<file path="config.mk">
export PLATFORM = sky130hd
export DESIGN_NAME = sorted_timer_queue_engine
export DESIGN_NICKNAME = d
export VERILOG_FILES = /design/src/hw/rtl/stq_pkg.sv /design/src/hw/rtl/sorted_timer_queue_engine.sv /design/src/hw/rtl/stq_ctrl.sv /design/src/hw/rtl/stq_datapath.sv
export SDC_FILE = /design/constraint.sdc
export NUM_CORES = 2
export LEC_CHECK = 0
export ABC_AREA = 1
export BUFFER_PORTS_ARGS = -buffer_cell sky130_fd_sc_hd__buf_4
export CAP_MARGIN = 30
export CORE_MARGIN = 3
export CORE_UTILIZATION = 30
export DETAILED_ROUTE_END_ITERATION = 8
export PLACE_DENSITY = 0.45
export SYNTH_ARGS = -nofsm -noshare
export SYNTH_HDL_FRONTEND = slang
export SYNTH_SLANG_ARGS = --single-unit
</file>
<file path="constraint.sdc">
create_clock -name clk_i -period 6.4 [get_ports clk_i]
set_clock_uncertainty 0.15 [all_clocks]
set_input_delay 0 -clock clk_i [delete_from_list [all_inputs] [get_ports clk_i]]
set_output_delay 0 -clock clk_i [all_outputs]
set_load 0.01 [all_outputs]
</file>
<file path="src/hw/rtl/stq_pkg.sv">
// Shared types, codes and constants of the sorted timer queue engine.
package stq_pkg;

  localparam int unsigned NumTimersDefault = 16;
  localparam logic [15:0] MaxSleepReset = 16'd55000;
  localparam logic [15:0] MaxSleepLimit = 16'd55000;
  localparam logic [16:0] RtcWrap = 17'd60000;

  localparam logic [2:0] OpCreate = 3'd0;
  localparam logic [2:0] OpRemove = 3'd1;
  localparam logic [2:0] OpStart  = 3'd2;
  localparam logic [2:0] OpStop   = 3'd3;
  localparam logic [2:0] OpSync   = 3'd4;

  localparam logic [1:0] StFree    = 2'd0;
  localparam logic [1:0] StCreated = 2'd1;
  localparam logic [1:0] StRunning = 2'd2;

  localparam logic [1:0] WakeNone = 2'd0;
  localparam logic [1:0] WakeSet  = 2'd1;
  localparam logic [1:0] WakeFire = 2'd2;
  localparam logic [1:0] WakeStop = 2'd3;

  // Controller to datapath.
  typedef struct packed {
    logic load;        // latch the input item
    logic create;      // claim lowest free slot
    logic calc_elapsed;
    logic walk_init;   // cursor <= head
    logic sub_step;    // subtract at cursor, advance
    logic load_tmo;    // time_left[id] <= timeout
    logic deq;         // unlink id (status is checked)
    logic set_free;
    logic enq_init;    // compare with head, begin search
    logic enq_step;    // advance search one node
    logic enq_link;    // write links after search
    logic wake_eval;   // compute wake action from head
    logic done;        // present result
  } stq_cmd_t;

  // Datapath to controller.
  typedef struct packed {
    logic [2:0] op;
    logic       id_ok;
    logic       was_created;
    logic       walk_end;
    logic       enq_direct;  // enqueue finished at init
    logic       search_end;
  } stq_sts_t;

endpackage

</file>
<file path="src/hw/rtl/sorted_timer_queue_engine.sv">
// Top level of the sorted timer queue engine.
// Keeps a table of software timers; running ones sit in a list sorted by
// milliseconds left. Issue one item by holding operation_i, timer_id_i,
// timeout_ms_i and rtc_time_ms_i with start high while busy is low.
// One result per item is shown for a single cycle with done_o high:
// ok_o, allocated_id_o, wake_action_o, wake_ms_o, head_id_o.
// Create and rejected items go from decode straight to the result; remove and
// stop first unlink the timer; time sync ages every running timer in a walk
// of the sorted list; start unlinks, ages the list, loads the timeout and,
// when the slot is created, searches the sorted list for its place. The list
// walks visit one node per cycle. busy stays high until the result cycle ends.
// The max_sleep_ms register is written over cfg_valid_i/cfg_ready_o; the user
// must write it only when idle, which the block itself does not enforce.
// Reset empties the list, frees every slot, clears the last RTC time and
// loads max_sleep_ms with 55000. The receiver cannot stall results.
module sorted_timer_queue_engine import stq_pkg::*; #(
  parameter int unsigned NumTimers = NumTimersDefault,
  parameter int unsigned IdW = $clog2(NumTimers + 1)
) (
  input  logic           clk_i,
  input  logic           rst_ni,
  input  logic           start,
  output logic           busy,
  input  logic [2:0]     operation_i,
  input  logic [3:0]     timer_id_i,
  input  logic [30:0]    timeout_ms_i,
  input  logic [15:0]    rtc_time_ms_i,
  input  logic           cfg_valid_i,
  output logic           cfg_ready_o,
  input  logic [15:0]    cfg_data_i,
  output logic           done_o,
  output logic           ok_o,
  output logic [IdW-1:0] allocated_id_o,
  output logic [1:0]     wake_action_o,
  output logic [15:0]    wake_ms_o,
  output logic [IdW-1:0] head_id_o
);

  stq_cmd_t cmd;
  stq_sts_t sts;
  logic [15:0] max_sleep_q;
  logic done_q;

  assign cfg_ready_o = 1'b1;

  always_ff @(posedge clk_i or negedge rst_ni) begin
    if (!rst_ni) begin
      max_sleep_q <= MaxSleepReset;
      done_q <= 1'b0;
    end else begin
      if (cfg_valid_i) max_sleep_q <= cfg_data_i;
      done_q <= cmd.done;
    end
  end

  stq_ctrl u_ctrl (
    .clk_i, .rst_ni, .start, .busy, .sts_i(sts), .cmd_o(cmd)
  );

  stq_datapath #(.NumTimers(NumTimers), .IdW(IdW)) u_dp (
    .clk_i, .rst_ni, .operation_i, .timer_id_i, .timeout_ms_i, .rtc_time_ms_i,
    .max_sleep_q_i(max_sleep_q), .cmd_i(cmd), .sts_o(sts), .ok_o,
    .allocated_id_o, .wake_action_o, .wake_ms_o, .head_id_o
  );

  assign done_o = cmd.done;

  a_done_pulse: assert property (@(posedge clk_i) disable iff (!rst_ni)
    done_q |-> !done_o) else $error("done held two cycles");

endmodule

</file>
<file path="src/hw/rtl/stq_ctrl.sv">
// Controller state machine of the sorted timer queue engine.
module stq_ctrl import stq_pkg::*; (
  input  logic     clk_i,
  input  logic     rst_ni,
  input  logic     start,
  output logic     busy,
  input  stq_sts_t sts_i,
  output stq_cmd_t cmd_o
);

  localparam logic [3:0] SIdle   = 4'd0;
  localparam logic [3:0] SDecode = 4'd1;
  localparam logic [3:0] SDeq    = 4'd2;
  localparam logic [3:0] SElap   = 4'd3;
  localparam logic [3:0] SWalk   = 4'd4;
  localparam logic [3:0] SLoad   = 4'd5;
  localparam logic [3:0] SEnqI   = 4'd6;
  localparam logic [3:0] SEnqS   = 4'd7;
  localparam logic [3:0] SEnqL   = 4'd8;
  localparam logic [3:0] SDone   = 4'd9;
  localparam logic [3:0] SWake   = 4'd10;

  logic [3:0] state_q, state_d;
  logic       start_op_q, start_op_d;

  assign busy = (state_q != SIdle);

  always_comb begin
    state_d = state_q;
    start_op_d = start_op_q;
    cmd_o = '0;
    unique case (state_q)
      SIdle: begin
        if (start) begin
          cmd_o.load = 1'b1;
          state_d = SDecode;
        end
      end
      SDecode: begin
        start_op_d = 1'b0;
        if (sts_i.op == OpCreate) begin
          cmd_o.create = 1'b1;
          state_d = SDone;
        end else if (sts_i.op == OpSync) begin
          state_d = SElap;
        end else if ((sts_i.op == OpRemove || sts_i.op == OpStart ||
                      sts_i.op == OpStop) && sts_i.id_ok) begin
          start_op_d = (sts_i.op == OpStart);
          state_d = SDeq;
        end else begin
          state_d = SDone;
        end
      end
      SDeq: begin
        cmd_o.deq = 1'b1;
        if (sts_i.op == OpRemove) cmd_o.set_free = 1'b1;
        state_d = (sts_i.op == OpStart) ? SElap : SDone;
      end
      SElap: begin
        cmd_o.calc_elapsed = 1'b1;
        cmd_o.walk_init = 1'b1;
        state_d = SWalk;
      end
      SWalk: begin
        if (sts_i.walk_end) begin
          state_d = start_op_q ? SLoad : SDone;
        end else begin
          cmd_o.sub_step = 1'b1;
        end
      end
      SLoad: begin
        cmd_o.load_tmo = 1'b1;
        state_d = sts_i.was_created ? SEnqI : SDone;
      end
      SEnqI: begin
        cmd_o.enq_init = 1'b1;
        state_d = sts_i.enq_direct ? SWake : SEnqS;
      end
      SEnqS: begin
        if (sts_i.search_end) state_d = SEnqL;
        else cmd_o.enq_step = 1'b1;
      end
      SEnqL: begin
        cmd_o.enq_link = 1'b1;
        state_d = SDone;
      end
      SWake: begin
        cmd_o.wake_eval = 1'b1;
        state_d = SDone;
      end
      SDone: begin
        cmd_o.done = 1'b1;
        state_d = SIdle;
      end
      default: state_d = SIdle;
    endcase
  end

  always_ff @(posedge clk_i or negedge rst_ni) begin
    if (!rst_ni) begin
      state_q <= SIdle;
      start_op_q <= 1'b0;
    end else begin
      state_q <= state_d;
      start_op_q <= start_op_d;
    end
  end

  a_done_from_busy: assert property (@(posedge clk_i) disable iff (!rst_ni)
    cmd_o.done |-> busy) else $error("done while idle");
  a_idle_after_done: assert property (@(posedge clk_i) disable iff (!rst_ni)
    cmd_o.done |=> !busy) else $error("busy after done");
  a_load_idle: assert property (@(posedge clk_i) disable iff (!rst_ni)
    cmd_o.load |=> busy) else $error("load did not start work");

endmodule

</file>
<file path="src/hw/rtl/stq_datapath.sv">
// Timer table, linked list and result registers of the timer queue engine.
module stq_datapath import stq_pkg::*; #(
  parameter int unsigned NumTimers = NumTimersDefault,
  parameter int unsigned IdW = $clog2(NumTimers + 1)
) (
  input  logic            clk_i,
  input  logic            rst_ni,
  input  logic [2:0]      operation_i,
  input  logic [3:0]      timer_id_i,
  input  logic [30:0]     timeout_ms_i,
  input  logic [15:0]     rtc_time_ms_i,
  input  logic [15:0]     max_sleep_q_i,
  input  stq_cmd_t        cmd_i,
  output stq_sts_t        sts_o,
  output logic            ok_o,
  output logic [IdW-1:0]  allocated_id_o,
  output logic [1:0]      wake_action_o,
  output logic [15:0]     wake_ms_o,
  output logic [IdW-1:0]  head_id_o
);

  localparam int unsigned IxW = $clog2(NumTimers);
  localparam logic [IdW-1:0] NoId = IdW'(NumTimers);
  localparam logic [IdW:0] WalkMax = (IdW+1)'(NumTimers);

  logic [1:0]     status_q [NumTimers];
  logic [31:0]    left_q   [NumTimers];
  logic [IdW-1:0] next_q   [NumTimers];
  logic [IdW-1:0] prev_q   [NumTimers];
  logic [IdW-1:0] head_q;
  logic [15:0]    last_q;

  logic [2:0]     op_q;
  logic [3:0]     id_q;
  logic [30:0]    tmo_q;
  logic [15:0]    rtc_q;
  logic           ok_q;
  logic [IdW-1:0] alloc_q;
  logic [1:0]     wact_q;
  logic [15:0]    wms_q;
  logic [15:0]    elap_q;
  logic [IdW-1:0] cur_q;     // walk cursor, also search nxt
  logic [IdW-1:0] prv_q;
  logic [IdW:0]   cnt_q;

  logic [IxW-1:0] idx;
  logic [IxW-1:0] cur_ix;
  logic           cur_valid;
  logic [IxW-1:0] free_ix;
  logic           free_found;
  logic [16:0]    el_sum;

  assign idx = IxW'(id_q);
  assign cur_ix = IxW'(cur_q);
  assign cur_valid = (cur_q < NoId);

  function automatic logic s_less(logic [31:0] a, logic [31:0] b);
    return $signed(a) < $signed(b);
  endfunction

  always_comb begin
    free_found = 1'b0;
    free_ix = '0;
    for (int i = NumTimers - 1; i >= 0; i--) begin
      if (status_q[i] == StFree) begin
        free_found = 1'b1;
        free_ix = IxW'(i);
      end
    end
  end

  always_comb begin
    if (last_q <= rtc_q) el_sum = {1'b0, rtc_q} - {1'b0, last_q};
    else el_sum = {1'b0, rtc_q} + RtcWrap - {1'b0, last_q};
  end

  // Wake evaluation for a given head.
  function automatic void wake_of(input logic [IdW-1:0] h, input logic [31:0] v,
                                  input logic [15:0] ms, output logic [1:0] a,
                                  output logic [15:0] w);
    logic [15:0] lim;
    lim = (ms > MaxSleepLimit) ? MaxSleepLimit : ((ms == 16'd0) ? 16'd1 : ms);
    if (h >= NoId) begin
      a = WakeStop; w = '0;
    end else if (s_less({16'd0, lim}, v)) begin
      a = WakeSet; w = lim;
    end else if (v == 32'd0 || v[31]) begin
      a = WakeFire; w = '0;
    end else begin
      a = WakeSet; w = v[15:0];
    end
  endfunction

  logic            id_running;
  logic [IdW-1:0]  dq_nxt, dq_prv, new_head;
  logic [1:0]      dq_a;
  logic [15:0]     dq_w;
  logic            nxt_valid;

  assign id_running = (status_q[idx] == StRunning);
  assign dq_nxt = next_q[idx];
  assign dq_prv = prev_q[idx];
  assign new_head = (dq_nxt < NoId) ? dq_nxt : NoId;
  assign nxt_valid = cur_valid && s_less(left_q[cur_ix], left_q[idx]);

  always_comb begin
    wake_of(new_head, left_q[IxW'(new_head)], max_sleep_q_i, dq_a, dq_w);
  end

  logic [1:0]  hw_a;
  logic [15:0] hw_w;
  always_comb begin
    wake_of(head_q, left_q[IxW'(head_q)], max_sleep_q_i, hw_a, hw_w);
  end

  assign sts_o.op = op_q;
  assign sts_o.id_ok = (32'(id_q) < NumTimers);
  assign sts_o.was_created = (status_q[idx] == StCreated);
  assign sts_o.walk_end = !cur_valid || (cnt_q >= WalkMax);
  assign sts_o.enq_direct = (head_q >= NoId) || s_less(left_q[idx], left_q[IxW'(head_q)]);
  assign sts_o.search_end = !nxt_valid || (cnt_q >= WalkMax);

  always_ff @(posedge clk_i) begin
    if (cmd_i.load) begin
      op_q <= operation_i;
      id_q <= timer_id_i;
      tmo_q <= timeout_ms_i;
      rtc_q <= rtc_time_ms_i;
    end
    if (cmd_i.calc_elapsed) elap_q <= el_sum[15:0];
    if (cmd_i.sub_step) left_q[cur_ix] <= left_q[cur_ix] - {16'd0, elap_q};
    if (cmd_i.load_tmo) left_q[idx] <= {1'b0, tmo_q};
    if (cmd_i.deq && id_running) begin
      if (head_q == IdW'(id_q)) begin
        if (new_head < NoId) prev_q[IxW'(new_head)] <= NoId;
      end else begin
        if (dq_prv < NoId) next_q[IxW'(dq_prv)] <= dq_nxt;
        if (dq_nxt < NoId) prev_q[IxW'(dq_nxt)] <= dq_prv;
      end
    end
    if (cmd_i.enq_init) begin
      if (head_q >= NoId) begin
        next_q[idx] <= NoId;
        prev_q[idx] <= NoId;
      end else if (s_less(left_q[idx], left_q[IxW'(head_q)])) begin
        next_q[idx] <= head_q;
        prev_q[idx] <= NoId;
        prev_q[IxW'(head_q)] <= IdW'(id_q);
      end
    end
    if (cmd_i.enq_link) begin
      next_q[idx] <= cur_q;
      prev_q[idx] <= prv_q;
      if (cur_valid) prev_q[cur_ix] <= IdW'(id_q);
      next_q[IxW'(prv_q)] <= IdW'(id_q);
    end
  end

  always_ff @(posedge clk_i or negedge rst_ni) begin
    if (!rst_ni) begin
      for (int i = 0; i < NumTimers; i++) status_q[i] <= StFree;
      head_q <= NoId;
      last_q <= '0;
      ok_q <= 1'b0;
      alloc_q <= NoId;
      wact_q <= WakeNone;
      wms_q <= '0;
      cur_q <= NoId;
      prv_q <= NoId;
      cnt_q <= '0;
    end else begin
      if (cmd_i.load) begin
        ok_q <= 1'b0;
        alloc_q <= NoId;
        wact_q <= WakeNone;
        wms_q <= '0;
      end
      if (cmd_i.create && free_found) begin
        status_q[free_ix] <= StCreated;
        alloc_q <= IdW'(free_ix);
        ok_q <= 1'b1;
      end
      if (op_q == OpSync && cmd_i.calc_elapsed) ok_q <= 1'b1;
      if (cmd_i.deq) begin
        ok_q <= 1'b1;
        if (cmd_i.set_free) status_q[idx] <= StFree;
        else if (id_running) status_q[idx] <= StCreated;
        if (id_running && head_q == IdW'(id_q)) begin
          head_q <= new_head;
          wact_q <= dq_a;
          wms_q <= dq_w;
        end
      end
      if (cmd_i.calc_elapsed) last_q <= rtc_q;
      if (cmd_i.walk_init) begin
        cur_q <= head_q;
        cnt_q <= '0;
      end
      if (cmd_i.sub_step) begin
        cur_q <= next_q[cur_ix];
        cnt_q <= cnt_q + 1'b1;
      end
      if (cmd_i.enq_init) begin
        status_q[idx] <= StRunning;
        if (sts_o.enq_direct) begin
          head_q <= IdW'(id_q);
        end else begin
          prv_q <= head_q;
          cur_q <= next_q[IxW'(head_q)];
          cnt_q <= '0;
        end
      end
      if (cmd_i.enq_step) begin
        prv_q <= cur_q;
        cur_q <= next_q[cur_ix];
        cnt_q <= cnt_q + 1'b1;
      end
      if (cmd_i.enq_link && cur_q > NoId) cur_q <= NoId;
      if (cmd_i.wake_eval) begin
        wact_q <= hw_a;
        wms_q <= hw_w;
      end
    end
  end

  assign ok_o = ok_q;
  assign allocated_id_o = alloc_q;
  assign wake_action_o = wact_q;
  assign wake_ms_o = wms_q;
  assign head_id_o = head_q;

  a_head_running: assert property (@(posedge clk_i) disable iff (!rst_ni)
    (head_q < NoId) |-> (status_q[IxW'(head_q)] == StRunning))
    else $error("list head not running");
  a_set_range: assert property (@(posedge clk_i) disable iff (!rst_ni)
    (wact_q == WakeSet) |-> (wms_q <= MaxSleepLimit && wms_q != 16'd0))
    else $error("wake interval out of range");
  a_fire_zero: assert property (@(posedge clk_i) disable iff (!rst_ni)
    (wact_q != WakeSet) |-> (wms_q == 16'd0)) else $error("stray wake interval");

endmodule

</file>
Word-level counts from Yosys, hierarchy flattened
Memories as Yosys holds them, arrays and structs flattened. A register that Yosys moved wholly into a read port is not among the register bits.
Cells that the tools add are included.
{"block": "word_totals", "register_bits": 184, "ram_bits": 672, "input_bits": 74, "output_inout_bits": 32, "wordCells": 319, "mem_count": 3}
{"block": "op_classes", "addsub": 5, "magnitude_cmp": 18, "eq_ne": 21, "n_mux": 172, "bitwise": 17, "reduce_logical": 50}
{"memory": "u_dp.left_q", "depth": 16, "word_bits": 32, "read_ports": 4, "rd_ports_with_merged_regs": 1, "wr": 1, "line_no": "stq_datapath.sv:27", "text": "logic [31:0] left_q [NumTimers];"}
{"memory": "u_dp.next_q", "depth": 16, "word_bits": 5, "read_ports": 3, "rd_ports_with_merged_regs": 1, "wr": 2, "line_no": "stq_datapath.sv:28", "text": "logic [IdW-1:0] next_q [NumTimers];"}
{"memory": "u_dp.prev_q", "depth": 16, "word_bits": 5, "read_ports": 1, "rd_ports_with_merged_regs": 1, "wr": 2, "line_no": "stq_datapath.sv:29", "text": "logic [IdW-1:0] prev_q [NumTimers];"}
{"op": "$mux 16", "count": 13}
{"op": "$mux 32", "count": 6}
{"op": "$mux 4", "count": 34}
{"op": "$mux 5", "count": 24}
{"op": "$mux 1", "count": 70}
{"op": "$logic_not 32->1", "count": 2}
{"op": "$lt 17x32->1", "count": 2}
{"op": "$lt 32x32->1", "count": 2}
{"op": "$and 16x16->16", "count": 3}
{"op": "$not 16->16", "count": 3}
{"op": "$or 16x16->16", "count": 3}
{"op": "$pmux 4 s9", "count": 1}
{"op": "$and 32x32->32", "count": 1}
{"op": "$logic_not 2->1", "count": 16}
{"op": "$mux 2", "count": 16}
{"op": "$not 32->32", "count": 1}
{"op": "$reduce_or 32->1", "count": 1}
{"op": "$sub 16x16->16", "count": 2}
{"op": "$sub 32x16->32", "count": 1}
{"op": "$mux 6", "count": 5}
{"op": "$ge 5x5->1 const B", "count": 4}
{"op": "$lt 5x5->1 const B", "count": 4}
{"op": "$reduce_or 5->1", "count": 4}
{"op": "$add 16x16->16 const B", "count": 1}
{"op": "other kinds (32)", "count": 64}

Logic depth before layout (Yosys ltp)
{"block": "logic_depth", "ltp_word": 31, "mapped_depth": 37, "depth_no_buf": 31}

Hierarchy
From an unflattened synthesis, not the netlist that was laid out.
{"block": "hier_totals", "hier_cells": 8112, "hier_area_um2": 61221.2}
{"mod": "stq_datapath", "instances": 1, "cells_per_inst": 7944, "area_each_um2": 60001.3}
{"mod": "sorted_timer_queue_engine", "instances": 1, "cells_per_inst": 70, "area_each_um2": 666.9}
{"mod": "stq_ctrl", "instances": 1, "cells_per_inst": 98, "area_each_um2": 553.0}

Worst setup path before layout
OpenSTA, ideal clock, no wires.
{"block": "synth_timing", "kind": "register to register", "from": "register u_dp.cur_q[0]", "to": "memory u_dp.left_q[0][30] (data pin)", "setup_ns": 0.330, "arrival_ns": 5.491, "required_ns": 5.920, "slack_ns": 0.429, "stages_incl_launch_ff": 35, "n_path_buf": 10, "period_less_slack_ns": 5.971, "path_cell_list": "dfrtp_1 buf_2 buf_2 buf_2 buf_2 clkbuf_1 buf_2 buf_2 buf_2 buf_1 clkbuf_1 nand2_1 o211ai_1 o2111ai_1 ha_1 nand2_1 nor2_1 nor2_1 o21ai_0 nand2_1 nand2_1 nand3_1 nand2_1 a21oi_1 nor2_1 nor2_1 nor2_1 nor2_1 nand4_1 inv_1 nand3_1 inv_1 nand3_1 xor2_1 o21ai_0"}
{"block": "synth_between", "elab_chain_cells": 3}
{"element": "start, declared", "line_no": "stq_datapath.sv:42", "text": "logic [IdW-1:0] cur_q;"}
{"element": "start signal, assigned", "line_no": "stq_datapath.sv:168", "text": "cur_q <= NoId;"}
{"element": "start signal, assigned", "line_no": "stq_datapath.sv:196", "text": "cur_q <= head_q;"}
{"element": "start signal, assigned", "line_no": "stq_datapath.sv:200", "text": "cur_q <= next_q[cur_ix];"}
{"element": "$mem_v2 16x32"}
{"element": "$sub 32x16->32", "line_no": "stq_datapath.sv:131", "text": "if (cmd_i.sub_step) left_q[cur_ix] <= left_q[cur_ix] - {16'd0, elap_q};"}
{"element": "$mux 32 (no source line)"}
{"element": "end, declared", "line_no": "stq_datapath.sv:27"}
Every way passes these cells.

==> results.md <==
* Outcome: completed
* Switch share at 53.2%
* Area grow syn2layout at 17.9%
* Endpoints failing setup at 0
* CP peak stage delay at 0.71 ns
* Worst EP arrival at 6.49 ns
* Seq cells post-synth at 860
* Net Sw Power at about 23 mW
* Synth area leader: edfxtp_1
* Routed wire length at 260,000 um
* Met3 wire length at roughly 22,000 um
* Wire per inst at between 20 and 30 um
* Root Driver: clkbuf_16
* Mapped cell area at 57,100 um^2
* Crit Path Class: flip-flop to flip-flop
* Post-synthesis cell type count at between 70 and 80
* CTS Sinks at 860
* WP buf/inv at 5
* Actual transition at the worst max-transition pin at 1.05 ns
* RSZ-0062 raised after global routing: no
* DIE AREA at 195,000 um^2
* Fin Setup TNS at 0 ns
* Global placement routability congestion at slightly above 0.9
* CTS tree: done
* FMAX at 163 MHz
* Fraction of layout instances using a drive strength above 1 at 9.48%
* Later-pin clock latency in the skew report at approximately 0.80 ns
* Crit path max fanout at 38
* Total gr overflow at 0
* Core area at 188,000 um^2
* Height of the die at 442 um
* Pwr/cell area at 645 nW/um^2
* Port Buffers at ~100
* Antenna viol nets, final at 0
* First-pass GRT wire length at 375,000 um
* Vias in the first global route at 53,697
* IO Count at approximately 110
* Largest net degree at the start of global routing at 150
* Worst-path cell chain: inv_4 > buf_12 > nor2_1 > o21ai_0 > o221ai_1 > nand2_1 > inv_1 > ha_1 > nand3_1 > nor3_2 > nor4b_1 > buf_4 > nand2_1 > nand2_1 > nand2_1 > nand3_4 > buf_4 > nand4_1 > nand2_1 > nand2_1 > nor2_4 > nand2_1 > nand2_1
* M1 WL at 110,000 um
* Hold Path Depth at 4
* Remaining DRCs at 0
* Met2 WL post-DR at 117,000 um
* Maxcap violations at 0
* Mapped Cells at 7,283
* Synth Net Count at ~7,500
* Logic pwr share at 63.5%
* Initial antenna violation count at 3
* Drt via density at 5.72
* LEAKAGE at around 26 nW
* CP max-delay cell: dfrtp_4
* Slew Limit Fails at 0
* Clk buf depth at 3
* Syn Area/Cell at 7.83 um^2
* Initial DRC count at 7,237
* Chip width at approximately 440 um
* Startpoint Class: flip-flop
* CTS buffer count at approximately 110
* Fraction of registers with async set/reset at 13.3%
* Initial Util at 30.3%
* Post-synth EDFFs at 710
* Relative slew slack at 30.0%
* Crit path required time at 6.75 ns
* Final Util at 35.7%
* H-tree Lvls at 3
* Top Metal Used: met4
* CP delay by family, top: simple AND/OR/NAND/NOR gates
* Worst vdd ir at 0.626 mV
* Routed via count at about 57,000
* Worst setup EP type: flip-flop
* Clk slew on worst S/H paths at 0.06 ns
* Top FF cell, synth: edfxtp_1
* Final hold viol count at 0
* CP most frequent cell: nand2_1
* Drt first pass iters at 7
* Ranking of synthesized cells by area: edfxtp_1 37%, o21ai_0 10%, nand2_1 7.7%, a21oi_1 7.0%, nand3_1 5.0%
* Num rows at between 150 and 200
* Final period util at 95.9%
* DP HPWL at 173,000 um
* YS warnings at 0
* Minimum clock period at slightly above 6 ns
* All-layer global routing usage at between 20% and 30%
* Clock network power share at 15.5%
* Worst reg-to-reg path cell count at 23
* Register share of total power at 21.0%
* CP Depth at 23
* Worst hold path class: input port to flip-flop
* Synth top cells by count: 1,195 x o21ai_0, 1,163 x nand2_1, 797 x a21oi_1
* Synth top area share at 37.4%
* Sequential-to-total area share from yosys stat at 43.7%
* Internal power at approximately 20 mW
* Top-count cell post-synth: o21ai_0
* Fill count at between 15,000 and 20,000
* Layout net count at 7,666
-- tightest hold or removal path, stage by stage --
cell           delay (ns)
dlygate4sd3_1        0.53
buf_4                0.14
inv_1                0.08
nor2_4               0.10
-- power groups by stage --
| stage | Sequential, mW | Combinational [mW] | Clock [mW] |
|---|---|---|---|
| finish | 9.13 | 27.6 | 6.72 |
| detailed placement | 9.24 | 26.9 | 0 |
| global route | 9.18 | 29.8 | 7.04 |
| global placement | 9.24 | 26.7 | 0 |
| floorplan | 8.94 | 15.8 | 0 |
| CTS | 9.13 | 27.0 | 6.85 |
-- repair_timing --
| item | CTS | global route |
|---|---|---|
| hold endpoints to repair | 203 | 0 |
| gates resized for setup | 0 | 1 |
| buffers inserted | 0 | 0 |
| hold buffers | 171 | 0 |
| endpoints found under the setup margin | 0 | 112 |
-- cells in the final DEF, fill, tap and decap left out, types with 15 or more instances in the layout --
| cell type | count |
|---|---|
| nand3_1 | 567 |
| o21ai_0 | 1180 |
| nor4_1 | 25 |
| nand4_1 | 60 |
| clkinv_2 | 18 |
| buf_4 | 340 |
| o211ai_1 | 217 |
| a31oi_1 | 17 |
| dfrtp_1 | 93 |
| dfxtp_1 | 32 |
| nand2_1 | 1162 |
| ha_1 | 145 |
| inv_2 | 20 |
| o22ai_1 | 128 |
| buf_12 | 39 |
| bufinv_16 | 22 |
| nor2_4 | 27 |
| edfxtp_1 | 710 |
| dlygate4sd3_1 | 170 |
| o221ai_1 | 103 |
| a22oi_1 | 20 |
| o21ai_1 | 54 |
| nor2_1 | 460 |
| clkbuf_16 | 107 |
| nand2_2 | 20 |
| inv_1 | 652 |
| a21oi_1 | 797 |
| nor3_1 | 29 |
| xor2_1 | 25 |
| xnor2_1 | 15 |
| clkinv_1 | 31 |
-- cell families after synthesis --
group           after synthesis  share of synthesized area, %
buf+inv                    1207                          8.53
xor+xnor                     40                         0.614
mux                           6                         0.118
fa+ha+maj                   156                          3.57
flops                       860                          43.7
simple gates               2392                          17.9
compound gates             2621                          25.6
other cells                   1                       0.00657
-- flip-flops by register name, summed over array words and instances, names as in the netlist, named ones only --
name,count
u_dp.left_q,512
u_dp.next_q,80
u_dp.prev_q,80
u_dp.status_q,32
u_dp.tmo_q,31
max_sleep_q,16
u_dp.elap_q,16
u_dp.last_q,16
u_dp.rtc_q,16
u_dp.wake_ms_o,16
u_dp.cnt_q,6
u_dp.allocated_id_o,5
u_dp.cur_q,5
u_dp.head_id_o,5
u_dp.prv_q,5
u_ctrl.state_q,4
u_dp.id_q,4
u_dp.op_q,3
u_dp.wake_action_o,2
u_ctrl.start_op_q,1
u_dp.ok_o,1
-- per-layer routing --
layer,up-vias,track usage (%)
li1,26198,-
met1,27652,34.5
met2,2956,40.7
met3,517,4.13
met4,0,10.5
met5,-,0
-- path summary, 6_finish.rpt --
kind,to,from,slack [ns]
setup / recovery,u_dp.prev_q[15][2],u_dp.head_id_o[0],0.26
hold / removal,u_dp.id_q[0],start,0.1
setup reg to reg,u_dp.prev_q[15][2],u_dp.head_id_o[0],0.26
hold reg to reg,u_dp.prv_q[4],u_dp.prv_q[4],0.30
max in group asynchronous,u_dp.head_id_o[0],rst_ni,5.13
min in group asynchronous,max_sleep_q[3],rst_ni,0.29
-- per-stage QoR --
stage	setup WS, ns	hold WS (ns)	area, um^2	power [mW]	std cells
2_1_floorplan	0.429	-0.446	57100	24.8	7283
3_3_place_gp	0.162	-0.0641	61500	35.9	9640
3_5_place_dp	0.234	-0.0679	61700	36.1	9649
4_1_cts	0.196	0.0332	67200	43.0	10022
5_1_grt	0.0365	0.0826	67300	46.0	10024
6_report	0.261	0.0966	67300	43.4	10029
-- final cells by class --
class,count,area (um^2),share of cell area [%]
inverter,690,2620,3.89
clock inverter,78,1050,1.57
timing repair buffer,561,5260,7.82
multi-input combinational,5216,27500,40.9
sequential,860,24900,37.1
clock buffer,124,2770,4.12
tap,2495,3120,4.64
antenna,5,12.5,0.0186
(Power assumes the default switching activity.)
